==> src/sv/dlrp_pkg.sv <==
// ----------------------------------------------------------------------------
// Decimal line range parser package
// Widths, character codes, status codes and register indexes of the parser.
// ----------------------------------------------------------------------------
package dlrp_pkg;

    localparam int BYTE_W             = 8;
    localparam int NUM_W              = 16;
    localparam int STATUS_W           = 3;
    localparam int MAG_W              = 32;
    localparam int CFG_INDEX_W        = 1;
    localparam int LINE_LIMIT_DEFAULT = 64;

    localparam logic [BYTE_W-1:0] CHAR_NEWLINE = 8'h0A;
    localparam logic [BYTE_W-1:0] CHAR_TAB     = 8'h09;
    localparam logic [BYTE_W-1:0] CHAR_VTAB    = 8'h0B;
    localparam logic [BYTE_W-1:0] CHAR_FEED    = 8'h0C;
    localparam logic [BYTE_W-1:0] CHAR_RETURN  = 8'h0D;
    localparam logic [BYTE_W-1:0] CHAR_SPACE   = 8'h20;
    localparam logic [BYTE_W-1:0] CHAR_PLUS    = 8'h2B;
    localparam logic [BYTE_W-1:0] CHAR_MINUS   = 8'h2D;
    localparam logic [BYTE_W-1:0] CHAR_ZERO    = 8'h30;
    localparam logic [BYTE_W-1:0] CHAR_NINE    = 8'h39;

    localparam logic [MAG_W-1:0] MAG_CAP = 32'h8000_0000;

    localparam logic [CFG_INDEX_W-1:0] CFG_MIN_ALLOWED = 1'd0;
    localparam logic [CFG_INDEX_W-1:0] CFG_MAX_ALLOWED = 1'd1;

    localparam logic signed [NUM_W-1:0] MIN_ALLOWED_RESET = 16'sh8000;
    localparam logic signed [NUM_W-1:0] MAX_ALLOWED_RESET = 16'sh7FFF;

    typedef enum logic [STATUS_W-1:0] {
        ST_ACCEPTED,
        ST_NOT_NUMBER,
        ST_TOO_SMALL,
        ST_TOO_LARGE,
        ST_TOO_LONG
    } status_t;

endpackage

==> src/sv/dlrp_if.sv <==
// ----------------------------------------------------------------------------
// Decimal line range parser channels
// Valid/ready channels for received bytes and for parse results.
// ----------------------------------------------------------------------------
interface dlrp_byte_if;

    logic                          valid;
    logic                          ready;
    logic [dlrp_pkg::BYTE_W-1:0]   rx_byte;

    modport source (output valid, output rx_byte, input ready);
    modport sink (input valid, input rx_byte, output ready);

endinterface

interface dlrp_result_if;

    logic                                 valid;
    logic                                 ready;
    logic [dlrp_pkg::STATUS_W-1:0]        status;
    logic signed [dlrp_pkg::NUM_W-1:0]    number;

    modport source (output valid, output status, output number, input ready);
    modport sink (input valid, input status, input number, output ready);

endinterface

==> src/sv/decimal_line_range_parser.sv <==
// ----------------------------------------------------------------------------
// Decimal line range parser
// One byte per cycle unless a held result stalls; the result word is registered.
// The parse step and range check sit between the line state and the result register.
// Reset clears the line state and the result slot and restores both limit registers.
// ----------------------------------------------------------------------------
module decimal_line_range_parser #(
    parameter int LINE_LIMIT = dlrp_pkg::LINE_LIMIT_DEFAULT
) (
    input  logic                              clk,
    input  logic                              rst_n,
    dlrp_byte_if.sink                         rx,
    dlrp_result_if.source                     result,
    input  logic                              cfg_we,
    input  logic [dlrp_pkg::CFG_INDEX_W-1:0]  cfg_index,
    input  logic [dlrp_pkg::NUM_W-1:0]        cfg_wdata
);

    import dlrp_pkg::*;

    localparam int CNT_W   = $clog2(LINE_LIMIT);
    localparam int MAGX_W  = MAG_W + 4;
    localparam int VAL_W   = MAG_W + 1;
    localparam logic [CNT_W-1:0] CNT_LAST = CNT_W'(LINE_LIMIT - 1);

    typedef enum logic [1:0] {
        PH_WS,
        PH_SIGN,
        PH_DIG,
        PH_BAD
    } phase_t;

    logic signed [NUM_W-1:0] min_reg, min_next;
    logic signed [NUM_W-1:0] max_reg, max_next;
    logic [MAG_W-1:0]        mag_reg, mag_next;
    logic [CNT_W-1:0]        cnt_reg, cnt_next;
    phase_t                  phase_reg, phase_next;
    logic                    neg_reg, neg_next;
    logic                    res_valid_reg, res_valid_next;
    status_t                 res_status_reg, res_status_next;
    logic signed [NUM_W-1:0] res_number_reg, res_number_next;

    logic                    accept;
    logic                    is_nl;
    logic                    is_ws;
    logic                    is_digit;
    logic                    is_sign;
    logic [3:0]              digit;
    logic [MAGX_W-1:0]       mag_x;
    logic [MAGX_W-1:0]       prod;
    logic [MAG_W-1:0]        mag_step;
    logic                    line_ok;
    logic signed [VAL_W-1:0] value;
    logic signed [VAL_W-1:0] min_x;
    logic signed [VAL_W-1:0] max_x;
    status_t                 nl_status;

    assign rx.ready = !res_valid_reg || result.ready;
    assign accept   = rx.valid && rx.ready;

    assign is_nl    = (rx.rx_byte == CHAR_NEWLINE);
    assign is_ws    = (rx.rx_byte == CHAR_SPACE) || (rx.rx_byte == CHAR_TAB)
                   || (rx.rx_byte == CHAR_VTAB) || (rx.rx_byte == CHAR_FEED)
                   || (rx.rx_byte == CHAR_RETURN);
    assign is_digit = (rx.rx_byte >= CHAR_ZERO) && (rx.rx_byte <= CHAR_NINE);
    assign is_sign  = (rx.rx_byte == CHAR_PLUS) || (rx.rx_byte == CHAR_MINUS);
    assign digit    = rx.rx_byte[3:0];

    assign mag_x    = {4'b0000, mag_reg};
    assign prod     = (mag_x << 3) + (mag_x << 1) + {{(MAGX_W-4){1'b0}}, digit};
    assign mag_step = (prod > {4'b0000, MAG_CAP}) ? MAG_CAP : prod[MAG_W-1:0];

    assign line_ok  = (cnt_reg == '0) || (phase_reg == PH_DIG);
    assign min_x    = {{(VAL_W-NUM_W){min_reg[NUM_W-1]}}, min_reg};
    assign max_x    = {{(VAL_W-NUM_W){max_reg[NUM_W-1]}}, max_reg};

    always_comb
    begin
        value = '0;
        if (line_ok && (cnt_reg != '0))
        begin
            if (neg_reg)
            begin
                value = -$signed({1'b0, mag_reg});
            end
            else if (mag_reg[MAG_W-1])
            begin
                value = $signed({2'b00, {(MAG_W-1){1'b1}}});
            end
            else
            begin
                value = $signed({1'b0, mag_reg});
            end
        end

        if (!line_ok)
        begin
            nl_status = ST_NOT_NUMBER;
        end
        else if (value < min_x)
        begin
            nl_status = ST_TOO_SMALL;
        end
        else if (value > max_x)
        begin
            nl_status = ST_TOO_LARGE;
        end
        else
        begin
            nl_status = ST_ACCEPTED;
        end
    end

    always_comb
    begin
        min_next        = min_reg;
        max_next        = max_reg;
        mag_next        = mag_reg;
        cnt_next        = cnt_reg;
        phase_next      = phase_reg;
        neg_next        = neg_reg;
        res_valid_next  = res_valid_reg && !result.ready;
        res_status_next = res_status_reg;
        res_number_next = res_number_reg;

        if (cfg_we)
        begin
            unique case (cfg_index)
                CFG_MIN_ALLOWED: min_next = cfg_wdata;
                CFG_MAX_ALLOWED: max_next = cfg_wdata;
                default:         ;
            endcase
        end

        if (accept)
        begin
            if (is_nl)
            begin
                res_valid_next  = 1'b1;
                res_status_next = nl_status;
                res_number_next = (nl_status == ST_ACCEPTED) ? value[NUM_W-1:0] : '0;
                mag_next        = '0;
                cnt_next        = '0;
                phase_next      = PH_WS;
                neg_next        = 1'b0;
            end
            else
            begin
                unique case (phase_reg)
                    PH_WS:
                    begin
                        if (is_sign)
                        begin
                            neg_next   = (rx.rx_byte == CHAR_MINUS);
                            phase_next = PH_SIGN;
                        end
                        else if (is_digit)
                        begin
                            mag_next   = {{(MAG_W-4){1'b0}}, digit};
                            phase_next = PH_DIG;
                        end
                        else if (!is_ws)
                        begin
                            phase_next = PH_BAD;
                        end
                    end
                    PH_SIGN, PH_DIG:
                    begin
                        if (is_digit)
                        begin
                            mag_next   = mag_step;
                            phase_next = PH_DIG;
                        end
                        else
                        begin
                            phase_next = PH_BAD;
                        end
                    end
                    default: ;
                endcase

                if (cnt_reg == CNT_LAST)
                begin
                    res_valid_next  = 1'b1;
                    res_status_next = ST_TOO_LONG;
                    res_number_next = '0;
                    mag_next        = '0;
                    cnt_next        = '0;
                    phase_next      = PH_WS;
                    neg_next        = 1'b0;
                end
                else
                begin
                    cnt_next = cnt_reg + 1'b1;
                end
            end
        end
    end

    always_ff @(posedge clk or negedge rst_n)
    begin
        if (!rst_n)
        begin
            min_reg       <= MIN_ALLOWED_RESET;
            max_reg       <= MAX_ALLOWED_RESET;
            mag_reg       <= '0;
            cnt_reg       <= '0;
            phase_reg     <= PH_WS;
            neg_reg       <= 1'b0;
            res_valid_reg <= 1'b0;
        end
        else
        begin
            min_reg       <= min_next;
            max_reg       <= max_next;
            mag_reg       <= mag_next;
            cnt_reg       <= cnt_next;
            phase_reg     <= phase_next;
            neg_reg       <= neg_next;
            res_valid_reg <= res_valid_next;
        end
    end

    always_ff @(posedge clk)
    begin
        res_status_reg <= res_status_next;
        res_number_reg <= res_number_next;
    end

    assign result.valid  = res_valid_reg;
    assign result.status = res_status_reg;
    assign result.number = res_number_reg;

endmodule

==> src/flat_wrapper.sv <==
// flat-port wrapper written by rule: the top's interface ports become plain ports
module decimal_line_range_parser_flat import dlrp_pkg::*;
#(
    parameter int LINE_LIMIT = dlrp_pkg::LINE_LIMIT_DEFAULT
)
  (clk, rst_n, cfg_we, cfg_index, cfg_wdata, rx_valid, rx_rx_byte, rx_ready, result_valid, result_status, result_number, result_ready);
  dlrp_byte_if rx_i ();
  dlrp_result_if result_i ();
  input  logic clk;
  input  logic rst_n;
  input  logic cfg_we;
  input  logic [dlrp_pkg::CFG_INDEX_W-1:0] cfg_index;
  input  logic [dlrp_pkg::NUM_W-1:0] cfg_wdata;
  input wire logic [$bits(rx_i.valid)-1:0] rx_valid;
  input wire logic [$bits(rx_i.rx_byte)-1:0] rx_rx_byte;
  output wire logic [$bits(rx_i.ready)-1:0] rx_ready;
  output wire logic [$bits(result_i.valid)-1:0] result_valid;
  output wire logic [$bits(result_i.status)-1:0] result_status;
  output wire logic [$bits(result_i.number)-1:0] result_number;
  input wire logic [$bits(result_i.ready)-1:0] result_ready;
  assign rx_i.valid = rx_valid;
  assign rx_i.rx_byte = rx_rx_byte;
  assign rx_ready = rx_i.ready;
  assign result_valid = result_i.valid;
  assign result_status = result_i.status;
  assign result_number = result_i.number;
  assign result_i.ready = result_ready;
  decimal_line_range_parser #(.LINE_LIMIT(LINE_LIMIT)) u_core (.clk(clk), .rst_n(rst_n), .rx(rx_i), .result(result_i), .cfg_we(cfg_we), .cfg_index(cfg_index), .cfg_wdata(cfg_wdata));
endmodule
==> config.mk <==
export PLATFORM = sky130hd
export DESIGN_NAME = decimal_line_range_parser_flat
export DESIGN_NICKNAME = d
export VERILOG_FILES = /design/src/sv/dlrp_pkg.sv /design/src/sv/dlrp_if.sv /design/src/sv/decimal_line_range_parser.sv /design/src/flat_wrapper.sv
export SDC_FILE = /design/constraint.sdc
export NUM_CORES = 1
export LEC_CHECK = 0
export CORE_MARGIN = 2
export CORE_UTILIZATION = 42
export CTS_CLUSTER_SIZE = 20
export DETAILED_ROUTE_END_ITERATION = 16
export DONT_BUFFER_PORTS = 1
export GPL_TIMING_DRIVEN = 0
export RECOVER_POWER = 50
export SYNTH_ARGS = -nofsm -noshare
export SYNTH_HDL_FRONTEND = slang
export SYNTH_SLANG_ARGS = --single-unit
==> constraint.sdc <==
create_clock -name clk -period 8 [get_ports clk]
set_clock_uncertainty 0.1 [all_clocks]
set_input_delay 0.8 -clock clk [delete_from_list [all_inputs] [get_ports clk]]
set_output_delay 0.8 -clock clk [all_outputs]
set_load 0.02 [all_outputs]
==> metrics.cfg <==
[final_layout]
final_cell_mix = ha_1 (135), nand2_1 (131), o21ai_0 (86)
syn_to_final_growth_pct = 6.993
post-route-util = 0.4579
n_antenna_cell = 0
final_cells = 1413
largest_register_ffs = 32
layout.cells.most_common = ha_1
final_layout_size_suffix_gt1_frac = 0.07767
nets = 1295

[worst_setup_path]
cp_cell_sequence = inv_1 -> ha_1 -> or3b_2 -> or3_4 -> nor4_4 -> nand2_1 -> or4_1 -> nor2_1 -> nand2_1 -> xnor2_1 -> a211oi_1 -> ha_1 -> nand4_1 -> nor2_1 -> nand4_1 -> o41ai_1 -> o21ai_0 -> o21ai_0 -> o21bai_1 -> buf_2 -> nor4_1
r2r.worst_path.cells = 21
crit_fanout = 10
crit_required_ps = 7990
crit_slowest_cell = or4_1
max_stage_delay_ps = 500
critical_path_class = reg -> reg
crit_arrival_ps = 6250
start_kind = flop
cp-end-kind = flop
worstReg2RegStart = u_core.mag_reg[0]
regToRegEndpoint = u_core.result.number[14]
rrSetupSlack_ps = 1740

[grt]
grt_pass1_vias = 7891
grt_overflow = 0
grtUsageTotal = 0.2166
antenna_found_initial = 0
grt_max_degree = 75
grt_pass1_wl_mm = 41.75

[yosys]
yosysUniqueCellTypes = 83
synth_flop_cell = dfrtp_1
syn_area_um2 = 9340
syn_nets = 1283
synth_edf_count = 19
ys_seq_area_frac = 0.2615
async_flop_share = 0.7957
syn_area_per_cell_um2 = 8.369
synth_cells = 1116
synth_top_area_cell = ha_1
synth_top_area_share = 0.1808
ys_ff_latch = 93
yosysWarningCount = 0
synthTopCellsByArea = ha_1 (18%), dfrtp_1 (16%), edfxtp_1 (6.1%)

[floorplanning]
row_count = 54
dieArea_um2 = 23450
core_area_um2 = 21820
die_w_um = 153.1
io_pins = 51
die_y_um = 153.1
start_util = 0.4280

[power]
clockPowerShare = 0.193
pwr-share-comb = 0.526
power.switching_uw = 978.8
internal_power_mw = 1.213
power.density_nw_per_um2 = 219.3
netSwitchingFraction = 0.4467
leakage_nw = 4.668
worst_ir_drop_vdd_mv = 0.1177
seq_power_share = 0.281

[run_status]
status = finished, final reports clean

[routing]
remaining_drc_errors = 0
wire_per_inst_um = 17.95
firstDrtPassIters = 5
finalWirelength_mm = 25.36
ant_nets = 0
drtIter0Drc = 513
routed_via_density = 5.807
num_vias = 8205

[clocking]
post_cts_resized = 0
cts_setup_buffers = 0
cts.htree.levels = 3
numCtsBuffers = 9
cts.clk_slew.worst_paths_ps = 70
cts_sinks = 93
cts_tree = built
clkLatencyLatePin_ps = 360
clock-root-buffer = clkbuf_16
cts_max_path_buffers = 2
hold_buffers = 0

[sta]
hold_viol = 0
worstMarginPinSlew_ps = 764.7
min_period_ps = 6263
fmaxAchievable_ghz = 0.1597
maxSlewHeadroom = 0.4848
slew_violations = 0
rsz0062_at_grt = no
fin_crit_sh = 0.7829
setup_violations = 0
setup_tns_ps = 0

[flow_run]
drv_cap = 0

[placement]
io_buffers = 0
finalWeightedCongestion = 0.9069
post-dp-hpwl_mm = 20.60
placed_cells = 1397

[min_path]
hold_class = in -> async

## how the worst max path moves through the flow
stage / from / endpoint / slack (ps) / depth (start not counted)
finish: u_core.mag_reg[0] / u_core.result.number[14] / 1740 / 21
global route: u_core.mag_reg[0] / u_core.result.number[14] / 1410 / 21
CTS: u_core.mag_reg[0] / u_core.result.number[14] / 1730 / 21
detailed placement: u_core.mag_reg[0] / u_core.result.number[14] / 1790 / 21
global placement: u_core.mag_reg[0] / u_core.result.number[14] / 1920 / 21
floorplan: u_core.mag_reg[0] / u_core.result.number[1] / 2950 / 21
## area by class of cell
cell class	instances	area, um2
Sequential cell	93	2442
Clock buffer	11	242.7
Buffer	55	221.5
Clock inverter	5	42.54
Inverter	60	225.2
Timing Repair Buffer	1	15.01
Tap cell	280	350.3
Fill cell	2187	11830
Multi-Input combinational cell	908	6454
## per-stage QoR
stage	setup slack (ps)	total power [mW]	hold slack, ps	area [um2]
finish	1737	2.191	47.01	9993
global route	1411	2.361	36.32	9993
CTS	1727	2.194	31.44	9993
detailed placement	1786	1.771	401.0	9708
global placement	1920	1.755	407.9	9691
floorplan	2948	1.508	379.4	9340
## power groups by stage
stage          registers, mW  clock network [mW]  logic [mW]
4_1_cts                0.615               0.425        1.15
5_1_grt                0.626               0.439        1.30
2_1_floorplan          0.602                   0       0.905
3_5_place_dp           0.624                   0        1.15
3_3_place_gp           0.621                   0        1.13
6_report               0.617               0.423        1.15
## logic make-up after synthesis
logic type | share of synthesized area
AO/OA/AOI/OAI | 0.2311
buffers and inverters | 0.04782
AND/OR/NAND/NOR | 0.2074
XOR/XNOR | 0.04206
adder cells (fa/ha/maj) | 0.1851
flip-flops | 0.2615
multiplexers | 0.02505
## synthesized netlist by cell type (all sizes together), types with 3 or more instances
library cell,count
or4,6
and4,6
a31oi,9
and2,4
o41ai,9
nand3,19
nor3b,4
nor4,17
o21a,10
inv,60
o211ai,9
dfrtp,58
ha,135
and3,11
buf,6
a21oi,86
nand2b,7
nor2,63
o21ai,88
nand4,33
nor4bb,7
o31ai,22
clkbuf,49
mux2,19
or3,9
or4b,5
o22ai,4
a2111oi,5
nor2b,13
xor2,21
o21bai,6
a211oi,12
o2111ai,3
edfxtp,19
dfstp,16
nor3,27
nand2,131
a21o,45
a311oi,3
or2,5
xnor2,23
## critical path, delay by kind of cell (launching register included)
kind / cells / cell delay [ps]
buffers and inverters: 2 / 460
AOI/OAI and AO/OA: 5 / 1170
DFF: 1 / 470
and+or+nand+nor: 11 / 3210
xor gates and xnor gates: 1 / 140
adders and majority gates: 2 / 440
## layer usage
metal  vias up  share of wire  GRT usage
li1       4158              -          -
met1      3850           0.49     0.3123
met2       170           0.46     0.3506
met3        27          0.038    0.02523
met4         0          0.015    0.04409
met5         -              0          0
(Power assumes the default switching activity.)
